### config.mk
export PLATFORM = sky130hd
export DESIGN_NAME = olst_ctrl
export DESIGN_NICKNAME = d
export VERILOG_FILES = /design/src/hw/rtl/olst_pkg.sv /design/src/hw/rtl/olst_ctrl.sv
export SDC_FILE = /design/constraint.sdc
export NUM_CORES = 1
export LEC_CHECK = 0
export BUFFER_PORTS_ARGS = -buffer_cell sky130_fd_sc_hd__buf_2
export CAP_MARGIN = 25
export CORE_ASPECT_RATIO = 0.8
export CORE_MARGIN = 2
export CORE_UTILIZATION = 50
export CTS_CLUSTER_DIAMETER = 120
export CTS_CLUSTER_SIZE = 28
export DETAILED_ROUTE_END_ITERATION = 7
export PLACE_DENSITY = 0.77
export SYNTH_ARGS = -nofsm -noshare
export SYNTH_HDL_FRONTEND = slang
export SYNTH_SLANG_ARGS = --single-unit
export TNS_END_PERCENT = 10
### constraint.sdc
create_clock -name clk -period 3.8 [get_ports clk]
set_clock_uncertainty 0.1 [all_clocks]
set_input_delay 0.57 -clock clk [delete_from_list [all_inputs] [get_ports clk]]
set_output_delay 0.57 -clock clk [all_outputs]
set_load 0.005 [all_outputs]
### src/hw/rtl/olst_pkg.sv
// Shared types and constants for the ordered list engine.
// No dependencies.
`default_nettype none

package olst_pkg;

    localparam int DEPTH   = 256;
    localparam int ADDR_W  = $clog2(DEPTH);
    localparam int CNT_W   = $clog2(DEPTH + 1);
    localparam int CMD_W   = 3;
    localparam int POS_W   = 9;
    localparam int WORD_W  = 32;
    localparam int SHIFT_W = 16;
    localparam int STAT_W  = 3;
    localparam int FOUND_W = 8;
    localparam int CMP_W   = (POS_W > CNT_W) ? POS_W : CNT_W;

    typedef enum logic [CMD_W-1:0] {
        CMD_INSERT = 3'd0,
        CMD_REMOVE = 3'd1,
        CMD_SEARCH = 3'd2,
        CMD_ROTATE = 3'd3,
        CMD_READ   = 3'd4
    } cmd_t;

    typedef enum logic [STAT_W-1:0] {
        ST_OK    = 3'd0,
        ST_RANGE = 3'd1,
        ST_FULL  = 3'd2,
        ST_MISS  = 3'd3,
        ST_EMPTY = 3'd4
    } status_t;

    typedef enum logic [4:0] {
        S_IDLE,
        S_DISPATCH,
        S_INS_CHK,
        S_INS_WR,
        S_REM_CHK,
        S_REM_WR,
        S_SRCH_CHK,
        S_SRCH_CMP,
        S_ROT_DIV,
        S_REV_CHK,
        S_REV_RHI,
        S_REV_WLO,
        S_REV_WHI,
        S_RD_WAIT,
        S_FIN
    } state_t;

    typedef enum logic [4:0] {
        DP_NOP,
        DP_LOAD,
        DP_SET_RANGE,
        DP_SET_FULL,
        DP_SET_EMPTY,
        DP_INS_INIT,
        DP_INS_RD,
        DP_INS_WR,
        DP_INS_PUT,
        DP_REM_INIT,
        DP_REM_RD,
        DP_REM_WR,
        DP_REM_END,
        DP_SRCH_INIT,
        DP_SRCH_RD,
        DP_SRCH_HIT,
        DP_SRCH_NEXT,
        DP_DIV_START,
        DP_REV_INIT,
        DP_REV_RLO,
        DP_REV_RHI,
        DP_REV_WLO,
        DP_REV_WHI,
        DP_REV_NEXT,
        DP_RD_RD,
        DP_RD_CAP,
        DP_PUBLISH
    } dp_op_t;

    typedef struct packed {
        dp_op_t op;
    } ctl_cmd_t;

    typedef struct packed {
        logic [CMD_W-1:0] cmd;
        logic             pos_gt_cnt;
        logic             pos_ge_cnt;
        logic             full;
        logic             empty;
        logic             idx_gt_pos;
        logic             idx_lt_cnt;
        logic             match;
        logic             div_done;
        logic             rev_more;
        logic             rev_last;
    } dp_stat_t;

endpackage

`default_nettype wire

### src/hw/rtl/olst_ctrl.sv
// Controller: sequences each command over the datapath, owns handshakes.
// Depends on olst_pkg.
`default_nettype none

module olst_ctrl (
    input  wire logic                clk,
    input  wire logic                rst_n,
    input  wire logic                req_valid,
    output logic                     req_ready,
    output logic                     rsp_valid,
    input  wire logic                rsp_ready,
    input  wire olst_pkg::dp_stat_t  stat,
    output olst_pkg::ctl_cmd_t       ctl
);
    import olst_pkg::*;

    state_t state_reg, state_next;
    logic   out_valid_reg, out_valid_next;
    logic   publish;

    always_comb
    begin
        state_next = state_reg;
        case (state_reg)
            S_IDLE:
                if (req_valid)
                    state_next = S_DISPATCH;
            S_DISPATCH:
            begin
                case (stat.cmd)
                    CMD_INSERT:
                        state_next = (stat.pos_gt_cnt || stat.full) ? S_FIN : S_INS_CHK;
                    CMD_REMOVE:
                        state_next = stat.pos_ge_cnt ? S_FIN : S_REM_CHK;
                    CMD_SEARCH:
                        state_next = S_SRCH_CHK;
                    CMD_ROTATE:
                        state_next = stat.empty ? S_FIN : S_ROT_DIV;
                    CMD_READ:
                        state_next = stat.pos_ge_cnt ? S_FIN : S_RD_WAIT;
                    default:
                        state_next = S_FIN;
                endcase
            end
            S_INS_CHK:  state_next = stat.idx_gt_pos ? S_INS_WR : S_FIN;
            S_INS_WR:   state_next = S_INS_CHK;
            S_REM_CHK:  state_next = stat.idx_lt_cnt ? S_REM_WR : S_FIN;
            S_REM_WR:   state_next = S_REM_CHK;
            S_SRCH_CHK: state_next = stat.idx_lt_cnt ? S_SRCH_CMP : S_FIN;
            S_SRCH_CMP: state_next = stat.match ? S_FIN : S_SRCH_CHK;
            S_ROT_DIV:
                if (stat.div_done)
                    state_next = S_REV_CHK;
            S_REV_CHK:
            begin
                if (stat.rev_more)
                    state_next = S_REV_RHI;
                else if (stat.rev_last)
                    state_next = S_FIN;
            end
            S_REV_RHI:  state_next = S_REV_WLO;
            S_REV_WLO:  state_next = S_REV_WHI;
            S_REV_WHI:  state_next = S_REV_CHK;
            S_RD_WAIT:  state_next = S_FIN;
            S_FIN:
                if (!out_valid_reg || rsp_ready)
                    state_next = S_IDLE;
            default:    state_next = S_IDLE;
        endcase
    end

    always_comb
    begin
        ctl.op  = DP_NOP;
        publish = 1'b0;
        case (state_reg)
            S_IDLE:
                if (req_valid)
                    ctl.op = DP_LOAD;
            S_DISPATCH:
            begin
                case (stat.cmd)
                    CMD_INSERT:
                    begin
                        if (stat.pos_gt_cnt)
                            ctl.op = DP_SET_RANGE;
                        else if (stat.full)
                            ctl.op = DP_SET_FULL;
                        else
                            ctl.op = DP_INS_INIT;
                    end
                    CMD_REMOVE:
                        ctl.op = stat.pos_ge_cnt ? DP_SET_RANGE : DP_REM_INIT;
                    CMD_SEARCH:
                        ctl.op = DP_SRCH_INIT;
                    CMD_ROTATE:
                        ctl.op = stat.empty ? DP_SET_EMPTY : DP_DIV_START;
                    CMD_READ:
                        ctl.op = stat.pos_ge_cnt ? DP_SET_RANGE : DP_RD_RD;
                    default:
                        ctl.op = DP_NOP;
                endcase
            end
            S_INS_CHK:  ctl.op = stat.idx_gt_pos ? DP_INS_RD : DP_INS_PUT;
            S_INS_WR:   ctl.op = DP_INS_WR;
            S_REM_CHK:  ctl.op = stat.idx_lt_cnt ? DP_REM_RD : DP_REM_END;
            S_REM_WR:   ctl.op = DP_REM_WR;
            S_SRCH_CHK: ctl.op = stat.idx_lt_cnt ? DP_SRCH_RD : DP_NOP;
            S_SRCH_CMP: ctl.op = stat.match ? DP_SRCH_HIT : DP_SRCH_NEXT;
            S_ROT_DIV:
                if (stat.div_done)
                    ctl.op = DP_REV_INIT;
            S_REV_CHK:
            begin
                if (stat.rev_more)
                    ctl.op = DP_REV_RLO;
                else if (!stat.rev_last)
                    ctl.op = DP_REV_NEXT;
            end
            S_REV_RHI:  ctl.op = DP_REV_RHI;
            S_REV_WLO:  ctl.op = DP_REV_WLO;
            S_REV_WHI:  ctl.op = DP_REV_WHI;
            S_RD_WAIT:  ctl.op = DP_RD_CAP;
            S_FIN:
                if (!out_valid_reg || rsp_ready)
                begin
                    ctl.op  = DP_PUBLISH;
                    publish = 1'b1;
                end
            default:    ctl.op = DP_NOP;
        endcase
    end

    always_comb
    begin
        if (publish)
            out_valid_next = 1'b1;
        else if (rsp_ready)
            out_valid_next = 1'b0;
        else
            out_valid_next = out_valid_reg;
    end

    always_ff @(posedge clk or negedge rst_n)
    begin
        if (!rst_n)
        begin
            state_reg     <= S_IDLE;
            out_valid_reg <= 1'b0;
        end
        else
        begin
            state_reg     <= state_next;
            out_valid_reg <= out_valid_next;
        end
    end

    assign req_ready = state_reg == S_IDLE;
    assign rsp_valid = out_valid_reg;

endmodule

`default_nettype wire

==> run summary <==
die extent in y -> 41.4 um
reg2reg path depth -> 3
share of post-route cells with drive strength above 1 -> 0.204
num ports -> 24
Clock Path Buffers -> 2
crit path to -> ctl[2]
largest cells by area after synthesis -> dfrtp_1 (14%), a21oi_1 (5.7%), nor2b_1 (5.7%)
Initial Util -> 0.536
CP bufs+invs -> 1
slew margin rel. -> 0.513
max incr delay on CP -> 0.76 ns
DR iter-0 viols -> 57
Commonest cells post-synth -> nor2_1 (11), a21oi_1 (10), o21ai_0 (10)
Unique masters post-synth -> 42
max reg flops -> 4
cell taking the most area after synthesis -> dfrtp_1
CP cell instances -> or4b_1 > nor2_1 > o221ai_1 > o2111ai_1 > buf_2
FF-to-FF End -> state_reg[1]$_DFFE_PN0P_
Nets -> 160
Sw Ratio -> 0.504
Chip Width -> 50.7 um
internal power -> 0.330 mW
Layout Cells excl Fill -> 164
stages on the worst setup path -> 5
FF-to-FF setup slack -> 1.79 ns
Tot Pwr -> 0.664 mW
syn avg cell area -> 6.76 um2
H-Tree Depth -> 1
pin count of the biggest net entering global routing -> 29
Post-synth EDFFs -> 0
most common cell in the netlist -> nor2_1
CP startpoint kind -> flip-flop
ant diodes -> 0
Post-DP HPWL -> 1.67 mm
maximum VDD drop -> 0.558 mV
P per Cell Area -> 683 mW/mm2
ANT nets after route -> 0
clk slew on worst S/H paths -> 0.04 ns
Final Hold Fails -> 0
# hold bufs at CTS -> 0
gr ovfl total -> 0
Worst EP arrival -> 2.17 ns
clock power share -> 0.092
max_cap viols -> 0
clock net sink count -> 5
Via density -> 6.18
CTS buffer count -> 3
Seq pwr share -> 0.301
DRC viols -> 0
final setup fails -> 0
ys flop type -> dfrtp_1
Final Cycle Share -> 0.747
RSZ-0062 raised after global routing -> no
first-pass iteration count of the detailed router -> 4
final WL -> 2.20 mm
placed cells -> 160
Max Slew Vio Count -> 0
P_sw -> 0.335 mW
Post-CTS Setup Bufs -> 0
fraction of registers with async set/reset -> 1.00
Avg WL per Cell -> 13.4 um
initial antenna violation count -> 0
total die area -> 0.00210 mm2
RePlAce Congestion -> 0.837
highest clock rate -> 0.352 GHz
slowest CP cell -> dfrtp_1
clk root buf -> clkbuf_4
TritonCTS clock tree -> done
Worst-Margin Slew -> 0.731 ns
routed via count -> 1,014
run status -> finished clean
port bufs -> 23
cell count after synthesis -> 129
worst endpoint required time -> 3.13 ns
Ys Warns -> 0
syn nets -> 146
worst r2r src -> state_reg[0]$_DFFE_PN0P_
share of the synthesized area in the top cell type -> 0.143
logic gate share of total power -> 0.607
Worst Setup End Kind -> primary output
Seq/Total Area, Yosys -> 0.143
Post-Syn Area -> 872 um2
cell family with most CP delay -> flip-flops
gr usage total -> 0.223
crit path from -> state_reg[0]$_DFFE_PN0P_
Cell Rows -> 13
clock latency on the worst-skew pair -> 0.24 ns
area grow syn2layout -> 11.5%
critical path class -> flip-flop to primary output
setup_tns -> 0 ns
Core Footprint -> 0.00163 mm2
Hold WC Path Type -> input port to asynchronous set/reset pin
Synth Register Bits -> 5
final core occ -> 0.598
Static Leak -> 0.376 nW
post-CTS resize count -> 0
number of global-route vias before repair -> 766
CP Max Fanout -> 26
crit path time final -> 2.84 ns
first-pass GRT wire length -> 3.44 mm
## power groups by stage
stage | logic, mW | registers (mW) | clock network, mW
after detailed placement | 0.403 | 0.198 | 0
after global routing | 0.456 | 0.216 | 0.0688
after global placement | 0.401 | 0.193 | 0
after floorplan | 0.415 | 0.0924 | 0
final | 0.403 | 0.200 | 0.0608
after CTS | 0.405 | 0.197 | 0.0633
## metal layers
layer / track usage / share of wire / vias to the layer above
met1: 0.311 / 0.48 / 465
met3: 0.0393 / 0.065 / 2
met5: 0 / 0 / -
met2: 0.352 / 0.45 / 30
met4: 0.0811 / 0.0087 / 0
li1: - / - / 517
## layout by cell type (no fill, tap or decap), types with 3 or more instances in the layout
master and instances:
a211oi_1 3, a21oi_1 10, a31oi_1 3, buf_2 23, clkbuf_4 3, dfrtp_1 5
nand2_1 7, nand2b_1 3, nand3_1 5, nor2_1 11, nor2b_1 8, nor3_1 7
nor4b_1 3, o211ai_1 5, o21ai_0 10, o21bai_1 3, o31ai_1 3
## cell type report
cell class | instances | area, um2
Multi-Input combinational cell | 108 | 671
Fill cell | 167 | 654
Sequential cell | 5 | 125
Timing Repair Buffer | 23 | 115
Tap cell | 22 | 27.5
Clock buffer | 4 | 26.3
Inverter | 2 | 7.51
## kinds of logic (layout without fill, tap and decap cells)
logic type / count (synthesis) / in the layout / share of synthesized area
fa+ha+maj: 1 / 1 / 0.0115
simple gates: 57 / 57 / 0.379
compound gates: 49 / 49 / 0.369
buf+inv: 16 / 29 / 0.0875
flops: 5 / 5 / 0.143
xor+xnor: 1 / 1 / 0.0100
## worst min path at each step
stage	start	end	slack (ns)	cells after the start
final	rst_n	state_reg[1]$_DFFE_PN0P_	0.03	1
after detailed placement	rst_n	state_reg[0]$_DFFE_PN0P_	0.29	1
after floorplan	rst_n	rsp_valid$_DFFE_PN0P_	0.17	0
after CTS	rst_n	state_reg[1]$_DFFE_PN0P_	0.03	1
after global placement	rst_n	state_reg[0]$_DFFE_PN0P_	0.28	1
after global routing	rst_n	state_reg[0]$_DFFE_PN0P_	0.02	1
## through the flow
stage | hold WS (ns) | setup slack (ns) | area (um2)
detailed placement | 0.289 | 1.23 | 946
global route | 0.0250 | 0.758 | 972
finish | 0.0342 | 0.960 | 972
floorplan | 0.174 | 1.64 | 872
CTS | 0.0312 | 0.978 | 972
global placement | 0.285 | 1.26 | 946
(Power assumes the default switching activity.)
